===== src/assert_macros.svh =====
// Assertion macros shared by the list engine RTL.
`ifndef ASSERT_MACROS_SVH
`define ASSERT_MACROS_SVH
`ifndef SYNTHESIS
// Clocked check, held off while reset is high.
`define IOLE_ASSERT(lbl, prop) \
  lbl: assert property (@(posedge clk) disable iff (rst) prop) \
    else $error("list engine check failed");
// Clocked check that also holds through reset.
`define IOLE_ASSERT_ALWAYS(lbl, prop) \
  lbl: assert property (@(posedge clk) prop) \
    else $error("list engine check failed");
`else
`define IOLE_ASSERT(lbl, prop)
`define IOLE_ASSERT_ALWAYS(lbl, prop)
`endif
`endif


===== src/iole_pkg.sv =====
// Shared types and constants of the indexed ordered list engine.
package iole_pkg;

  localparam int DATA_W     = 32;
  localparam int FUNC_W     = 3;
  localparam int POS_W      = 7;
  localparam int STATUS_W   = 2;
  localparam int LEN_W      = 7;
  localparam int CAPACITY_D = 64;

  typedef enum logic [FUNC_W-1:0] {
    OP_READ   = 3'd0,
    OP_HEAD   = 3'd1,
    OP_TAIL   = 3'd2,
    OP_AT     = 3'd3,
    OP_DELETE = 3'd4
  } op_t;

  typedef enum logic [STATUS_W-1:0] {
    ST_DONE  = 2'd0,
    ST_RANGE = 2'd1,
    ST_FULL  = 2'd2
  } status_t;

  // Per-cycle command seen by every cell of the row.
  typedef struct packed {
    logic ins;
    logic del;
  } cell_op_t;

endpackage


===== src/iole_cell.sv =====
// One list slot: holds an entry and shifts with its neighbours.
module iole_cell #(
  parameter int IDX = 0,
  parameter int PW  = iole_pkg::POS_W
) (
  input  logic                        clk,
  input  iole_pkg::cell_op_t          op,
  input  logic [PW-1:0]               pos,
  input  logic [iole_pkg::DATA_W-1:0] value,
  input  logic [iole_pkg::DATA_W-1:0] left,
  input  logic [iole_pkg::DATA_W-1:0] right,
  output logic [iole_pkg::DATA_W-1:0] data,
  output logic [iole_pkg::DATA_W-1:0] tap
);

  localparam logic [PW-1:0] MY_IDX = PW'(IDX);

  logic at;
  logic above;

  assign at    = (pos == MY_IDX);
  assign above = (MY_IDX > pos);

  always_ff @(posedge clk) begin
    if (op.ins) begin
      if (at) begin
        data <= value;
      end else if (above) begin
        data <= left;
      end
    end else if (op.del && (at || above)) begin
      data <= right;
    end
  end

  assign tap = at ? data : '0;

endmodule


===== config.mk =====
export PLATFORM = sky130hd
export DESIGN_NAME = iole_cell
export DESIGN_NICKNAME = d
export VERILOG_FILES = /design/src/assert_macros.svh /design/src/iole_pkg.sv /design/src/iole_cell.sv
export SDC_FILE = /design/constraint.sdc
export NUM_CORES = 1
export LEC_CHECK = 0
export BUFFER_PORTS_ARGS = -buffer_cell sky130_fd_sc_hd__buf_2
export CAP_MARGIN = 10
export CORE_ASPECT_RATIO = 2
export CORE_MARGIN = 8
export CORE_UTILIZATION = 40
export CTS_BUF_LIST = sky130_fd_sc_hd__clkbuf_16
export CTS_CLUSTER_SIZE = 28
export DETAILED_ROUTE_END_ITERATION = 12
export PLACE_DENSITY_LB_ADDON = 0.05
export SLEW_MARGIN = 30
export SYNTH_ARGS = -nofsm -noshare
export SYNTH_HDL_FRONTEND = slang
export SYNTH_SLANG_ARGS = --single-unit

===== constraint.sdc =====
create_clock -name clk -period 3.2 [get_ports clk]
set_input_delay 0.64 -clock clk [delete_from_list [all_inputs] [get_ports clk]]
set_output_delay 0.64 -clock clk [all_outputs]
set_load 0.05 [all_outputs]

==> results of run 1 <==
## routing by layer
layer / wire length [µm] / part of all wire / up-vias / global-route usage
li1: - / - / 1163 / -
met1: 2550 / 0.34 / 1079 / 0.179
met2: 3950 / 0.52 / 128 / 0.324
met4: 180 / 0.024 / 0 / 0.0685
met5: 0 / 0 / - / 0
met3: 894 / 0.12 / 14 / 0.0638
## worst max-delay path: stages
cell and delay, ns:
buf_2 0.12, nor4_4 0.32, buf_12 0.28, and3_1 0.20
buf_2 0.26
## where the power goes
| part | switching (mW) | total, mW | internal, mW | leakage, nW |
|---|---|---|---|---|
| registers | 0.000996 | 0.469 | 0.468 | 0.283 |
| logic | 0.0890 | 0.180 | 0.0913 | 1.27 |
| clock network | 0.151 | 0.429 | 0.277 | 0.0648 |
## through the flow
stage	utilization	hold WS [ns]	cell area (µm²)
after floorplan	-	0.855	2140
after global placement	0.583	0.943	3000
after detailed placement	0.583	0.952	3000
after CTS	0.609	0.668	3130
after global routing	0.609	0.678	3130
final	0.609	0.672	3130
## cell usage in the layout (no fill, tap or decap), types with 3 or more instances in the layout
| cell type | instances |
|---|---|
| a21oi_1 | 26 |
| a221o_2 | 4 |
| buf_2 | 169 |
| nor2_1 | 8 |
| nand2_1 | 24 |
| o21ai_0 | 8 |
| buf_4 | 6 |
| a31oi_1 | 8 |
| nand3_1 | 6 |
| a221o_1 | 20 |
| and2_1 | 24 |
| and3_1 | 32 |
| clkinv_1 | 3 |
| clkbuf_16 | 5 |
| edfxtp_1 | 32 |
## logic make-up (layout without fill, tap and decap cells)
| group | count (synthesis) | count (layout) | synth area share |
|---|---|---|---|
| compound gates | 67 | 67 | 0.221 |
| buf+inv | 26 | 184 | 0.0637 |
| flops | 32 | 32 | 0.449 |
| simple gates | 99 | 99 | 0.266 |
## cell type report
| class | instances | area share |
|---|---|---|
| sequential | 32 | 0.307 |
| tap | 58 | 0.0232 |
| clock inverter | 2 | 0.00240 |
| multi-input combinational | 166 | 0.335 |
| timing repair buffer | 176 | 0.291 |
| clock buffer | 5 | 0.0400 |
| inverter | 1 | 0.00120 |
## path summary, 6_finish.rpt
path / end / slack, ns / cells past startpoint
max: tap[19] / 0.71 / 5
min: data[10] / 0.67 / 2
==> metrics.md, run 1 <==
| Metric | Value |
|---|---|
| Status | complete, no violations |
| CTS tree | yes |
| Crit path from | pos[4] |
| CP arrival | roughly 1.9 ns |
| Critical path capture point type | primary output |
| Syn Inst Count | approximately 220 |
| Setup TNS | 0 ns |
| Largest net degree at the start of global routing | 65 |
| Minimum clock period | approximately 2.5 ns |
| Fin cells | 440 |
| Layout cells sized above 1 | 0.495 |
| Die Ht | approximately 120 µm |
| Crit start category | input port |
| Top_reg_cell synth | edfxtp_1 |
| Max-slew headroom | 0.486 |
| WL/cell | about 17 µm |
| Biggest regs | data (32) |
| CORE AREA | between 0.005 and 0.006 mm² |
| Hold Path Origin | right[10] |
| Vias per std cell | around 5.4 |
| Nets@finish | approximately 490 |
| Max FFs per register | 32 |
| Post-CTS Setup Repair Bufs | 0 |
| Max Cap Viol | 0 |
| Tcrit/Tclk final | 0.777 |
| Worst vdd ir | between 0.0002 and 0.0003 V |
| Vias in the first global route | between 2000 and 2500 |
| EDFF count, synth | 32 |
| Largest Register | data |
| Core Rows | 37 |
| CTS root buf | clkbuf_16 |
| Power per Cell Area | approximately 340 mW/mm² |
| Initial Utilization | 0.416 |
| Asr flop ratio synth | 0 |
| H-tree Lvls | 2 |
| GR Overflow Total | 0 |
| Flops & latches, synth | 32 |
| Final setup fails | 0 |
| Number of antenna diodes | 0 |
| Post-route ant nets | 0 |
| Initial antenna violation count | 0 |
| Synth area leaders | edfxtp_1 45%, a221o_1 9.4%, and3_1 9.4%, and2_1 7.0%, a21oi_1 6.1% |
| Max Slew Vio Count | 0 |
| CP required | between 2 and 3 ns |
| Post-synth cell types | 23 |
| RePlAce Congestion | between 0.7 and 0.8 |
| Area taken by multi-input logic gates | approximately 0.0010 mm² |
| Maximum clock insertion buffer count | 2 |
| Post-DP HPWL | between 5 and 6 mm |
| Top post-synthesis cells by count | 32 x and3_1, 32 x edfxtp_1, 26 x a21oi_1, 24 x and2_1, 24 x nand2_1 |
| Register area | 961 µm² |
| Crit path kind | input port to primary output |
| Area Overhead vs Synth | 46.3% |
| Die area | 0.00809 mm² |
| Hold Path Class | input port to flop |
| Final wirelength | 7.57 mm |
| Clock sinks | 32 |
| Register area share after synthesis | 0.449 |
| Worst slew pin tran | about 0.77 ns |
| Residual DRC count | 0 |
| Area fraction of the dominant cell type after synthesis | 0.449 |
| FMAX | 402 MHz |
| Dpl ws | between 0.7 and 0.8 ns |
| Clock edge transition at the registers on the reported setup and hold paths | 0.05 ns |
| Syn_nets | 330 |
| Setup slack after layout | roughly 0.71 ns |
| Yosys top cell by area | edfxtp_1 |
| Fill cell count | 507 |
| Post-synthesis cell area | around 0.0021 mm² |
| Max FO, Critical Path | 64 |
| IO Port Bufs | ~170 |
| PostCTS Resize Cnt | 0 |
| Final Hold Fails | 0 |
| Yosys warnings | 0 |
| Total GRT Usage | 0.181 |
| 1st-iter DRT viols | between 100 and 150 |
| Top Ports | between 150 and 200 |
| CTS buffer count | 5 |
| Inst Count DP | 433 |
| Via Count | around 2400 |
| Final Power | approximately 1.1 mW |
| RSZ-0062 raised after global routing | false |
| First-pass GRT wire length | 11.6 mm |
| Syn Area/Cell | roughly 9.6 µm² |
| Die Wd | ~68 µm |
| Leak | between 1.5 and 2 nW |
| Hold_buf cts | 0 |
| First-pass iteration count of the detailed router | 4 |
Power figures use the tool's default switching activity.
==> run 2: changes to the inputs <==
clock period = 2.5 ns   (was 3.2 ns; I/O delays follow)
==> metrics.md, run 2 (synthesis results as in run 1) <==
| Metric | Value |
|---|---|
| Vias in the first global route | about 2500 |
| FMAX | 452 MHz |
| PostCTS Resize Cnt | 0 |
| Residual DRC count | 0 |
| Crit path kind | input port to primary output |
| RSZ-0062 raised after global routing | false |
| Max-slew headroom | 0.749 |
| Layout cells sized above 1 | 0.504 |
| Number of antenna diodes | 0 |
| Setup TNS | 0 ns |
| Final wirelength | about 8 mm |
| Via Count | 2382 |
| Worst vdd ir | 0.000384 V |
| IO Port Bufs | 169 |
| Hold_buf cts | 0 |
| CTS root buf | clkbuf_16 |
| Clock edge transition at the registers on the reported setup and hold paths | around 0.050 ns |
| Commonest cells after routing, fill and taps aside | 169 x buf_2, 32 x and3_1, 32 x edfxtp_1 |
| Clk pwr share | 0.408 |
| Psw | between 0.3 and 0.4 mW |
| H-tree Lvls | 2 |
| Sw Share | 0.234 |
| Leak | 1.64 nW |
| Bufs and invs on worst path | 3 |
| Power share of the combinational group | 0.167 |
| Worst path slowest cell | nor4_4 |
| First-pass iteration count of the detailed router | 5 |
| Core Rows | 37 |
| Die Wd | approximately 68 µm |
| Minimum clock period | approximately 2.2 ns |
| Area taken by multi-input logic gates | approximately 0.0010 mm² |
| Max FO, Critical Path | 36 |
| Fin cells | 443 |
| Die Ht | ~120 µm |
| First-pass GRT wire length | between 10 and 15 mm |
| Max incr delay on CP | about 0.4 ns |
| Initial antenna violation count | 0 |
| Tcrit/Tclk final | 0.885 |
| Share of power burned in registers | 0.425 |
| Biggest regs | data (32) |
| Die area | roughly 0.0081 mm² |
| Vias per std cell | 5.38 |
| Crit start category | input port |
| Hold Path Stages | 2 |
| Status | complete, no violations |
| Maximum clock insertion buffer count | 2 |
| CP arrival | about 1.7 ns |
| Most common cell after layout, fill and taps aside | buf_2 |
| GR Overflow Total | 0 |
| Largest Register | data |
| Largest net degree at the start of global routing | 65 |
| Register area | 961 µm² |
| Fill cell count | 510 |
| WP depth | 5 |
| CORE AREA | 0.00514 mm² |
| Nets@finish | 490 |
| Internal | roughly 1.1 mW |
| 1st-iter DRT viols | between 150 and 200 |
| Post-DP HPWL | approximately 6 mm |
| Crit-path leading delay family | buffers and inverters |
| Area Overhead vs Synth | 48.5% |
| CP required | 2.00 ns |
| Final setup fails | 0 |
| RePlAce Congestion | around 0.81 |
| Max Cap Viol | 0 |
| WL/cell | approximately 18 µm |
| Layout Utilization | 0.618 |
| Post-CTS Setup Repair Bufs | 0 |
| Top Ports | 170 |
| Max FFs per register | 32 |
| Power per Cell Area | roughly 440 mW/mm² |
| Final Hold Fails | 0 |
| Max Slew Vio Count | 0 |
| Most used cell, CP | buf_2 |
| Total GRT Usage | 0.190 |
| CTS buffer count | 5 |
| Clock sinks | 32 |
| Inst Count DP | 435 |
| Critical-path cell list | buf_2 -> nor4_4 -> buf_12 -> and3_1 -> buf_2 |
| Final Power | around 1.4 mW |
| Critical path capture point type | primary output |
| CTS tree | yes |
| Initial Utilization | 0.416 |
| Hold Path Class | input port to flop |
| Post-route ant nets | 0 |
| Worst slew pin tran | roughly 0.38 ns |
## run 2: cell count changes in the layout (fill, tap and decap cells not counted), sizes merged
cell	before	now
clkinv	3	4
buf	176	178
## run 2: path summary, 6_finish.rpt
path / from / end / slack, ns
min: right[15] / data[15] / 0.53
max: pos[4] / tap[22] / 0.29
## run 2: final cells by class
| type | count | area share |
|---|---|---|
| clock buffer | 5 | 0.0394 |
| clock inverter | 3 | 0.00433 |
| inverter | 1 | 0.00118 |
| multi-input combinational | 166 | 0.330 |
| sequential | 32 | 0.302 |
| tap | 58 | 0.0228 |
| timing repair buffer | 178 | 0.299 |
## run 2: power groups by stage
stage / clock (mW) / combinational (mW) / sequential, mW
after floorplan: 0 / 0.117 / 0.620
after global placement: 0 / 0.232 / 0.611
after detailed placement: 0 / 0.237 / 0.611
after CTS: 0.584 / 0.238 / 0.600
after global routing: 0.601 / 0.264 / 0.600
final: 0.576 / 0.236 / 0.600
## run 2: routing by layer
layer  GRT usage  share of wire  vias up
met4      0.0777          0.021        0
met5           0              0        -
met2       0.340           0.53      126
met1       0.188           0.33     1077
met3      0.0601           0.12       12
li1            -              -     1167
## run 2: through the flow
step / area (µm²) / setup WS (ns) / hold WS [ns]
global placement: 3040 / 0.329 / 0.805
floorplan: 2140 / 0.185 / 0.715
detailed placement: 3040 / 0.293 / 0.810
finish: 3180 / 0.287 / 0.529
CTS: 3180 / 0.293 / 0.524
global route: 3180 / 0.195 / 0.530
==> run 3: changes to the inputs <==
CORE_ASPECT_RATIO = 0.75   (was 2)
CTS_CLUSTER_SIZE = 30   (was 28)
==> metrics.md, run 3 (synthesis results as in run 1) <==
| Metric | Value |
|---|---|
| Final wirelength | 7.32 mm |
| Inst Count DP | approximately 450 |
| Initial Utilization | 0.409 |
| Max Slew Vio Count | 0 |
| Crit path kind | input port to primary output |
| Maximum clock insertion buffer count | 2 |
| First-pass GRT wire length | ~11 mm |
| Top Ports | 170 |
| RePlAce Congestion | 0.753 |
| Placed inst area | ~0.003 mm² |
| Design area | 0.00319 mm² |
| RSZ-0062 raised after global routing | false |
| Hold Path Class | input port to flop |
| Vias in the first global route | about 2300 |
| Leak | 1.64 nW |
| Power per Cell Area | 437 mW/mm² |
| Routed metal-1 wirelength | a little over 3 mm |
| Crit-path leading delay family | buffers and inverters |
| Hold_buf cts | 0 |
| Worst path slowest cell | nor4_4 |
| H-tree Lvls | 2 |
| Crit start category | input port |
| Most used cell, CP | buf_2 |
| Tcrit/Tclk final | 0.875 |
| FMAX | 457 MHz |
| CORE AREA | between 0.005 and 0.006 mm² |
| Critical path capture point type | primary output |
| Max incr delay on CP | 0.31 ns |
| Max-slew headroom | 0.727 |
| Max FFs per register | 32 |
| Max FO, Critical Path | 64 |
| Die Wd | 100 µm |
| Largest net degree at the start of global routing | 65 |
| Post-CTS Setup Repair Bufs | 0 |
| Post-DP HPWL | between 5 and 6 mm |
| Area Overhead vs Synth | 49.0% |
| GR Overflow Total | 0 |
| Die area | ~0.008 mm² |
| Vias per std cell | 5.02 |
| DR top layer | met4 |
| Layout cells sized above 1 | 0.504 |
| CP required | 2.00 ns |
| Largest Register | data |
| Via Count | ~2300 |
| Fin cells | 460 |
| Clock edge transition at the registers on the reported setup and hold paths | roughly 0.050 ns |
| Final Hold Fails | 0 |
| Worst vdd ir | 0.000225 V |
| Number of antenna diodes | 0 |
| Max Cap Viol | 0 |
| Status | complete, no violations |
| Clock sinks | 32 |
| Nets@finish | around 490 |
| CP arrival | ~1.7 ns |
| Commonest cells after routing, fill and taps aside | 169 x buf_2, 32 x and3_1, 32 x edfxtp_1 |
| Minimum clock period | about 2.2 ns |
| Critical-path cell list | buf_2 -> nor4_4 -> buf_12 -> and3_1 -> buf_2 |
| Setup TNS | 0 ns |
| Core Rows | 23 |
| IO Port Bufs | ~170 |
| Biggest regs | data (32) |
| Routed wire length on met3 | between 600 and 700 µm |
| WL/cell | ~16 µm |
| Setup slack after layout | roughly 0.31 ns |
| CTS root buf | clkbuf_16 |
| Worst slew pin tran | ~0.41 ns |
| Initial antenna violation count | 0 |
| Residual DRC count | 0 |
| Die Ht | 79.3 µm |
| Post-route ant nets | 0 |
| Metal2 WL | around 3.5 mm |
| 1st-iter DRT viols | a little over 90 |
| Most common cell after layout, fill and taps aside | buf_2 |
| Total GRT Usage | 0.177 |
| Final setup fails | 0 |
| Dpl ws | a little over 0.3 ns |
| CTS buffer count | 5 |
| Final Power | roughly 1.4 mW |
| PostCTS Resize Cnt | 0 |
| First-pass iteration count of the detailed router | 4 |
| CTS tree | yes |
| Bufs and invs on worst path | 3 |
==> run 3: final timing paths <==
kind | slack (ns) | startpoint | to | cells past startpoint
setup / recovery | 0.31 | pos[4] | tap[29] | 5
hold / removal | 0.53 | right[14] | data[14] | 2
==> run 3: per-stage QoR <==
| step | hold slack [ns] | util |
|---|---|---|
| 2_1_floorplan | 0.715 | - |
| 3_3_place_gp | 0.806 | 0.583 |
| 3_5_place_dp | 0.810 | 0.583 |
| 4_1_cts | 0.528 | 0.609 |
| 5_1_grt | 0.538 | 0.609 |
| 6_report | 0.532 | 0.609 |
==> run 3: power breakdown <==
group	internal [mW]	switching, mW
logic	0.120	0.116
clock network	0.357	0.202
registers	0.599	0.00115
total	1.08	0.318
==> run 3: cell type report <==
cell class                      count  area, µm²
Clock inverter                      2       8.76
Clock buffer                        5        125
Fill cell                         491       2050
Timing Repair Buffer              179        946
Inverter                            1       3.75
Tap cell                           75       93.8
Sequential cell                    32        961
Multi-Input combinational cell    166       1050
==> run 3: layer usage <==
layer | up-vias | GRT usage
li1 | 1169 | -
met1 | 1027 | 0.197
met2 | 108 | 0.306
met3 | 7 | 0.0664
met4 | 0 | 0.0586
met5 | - | 0
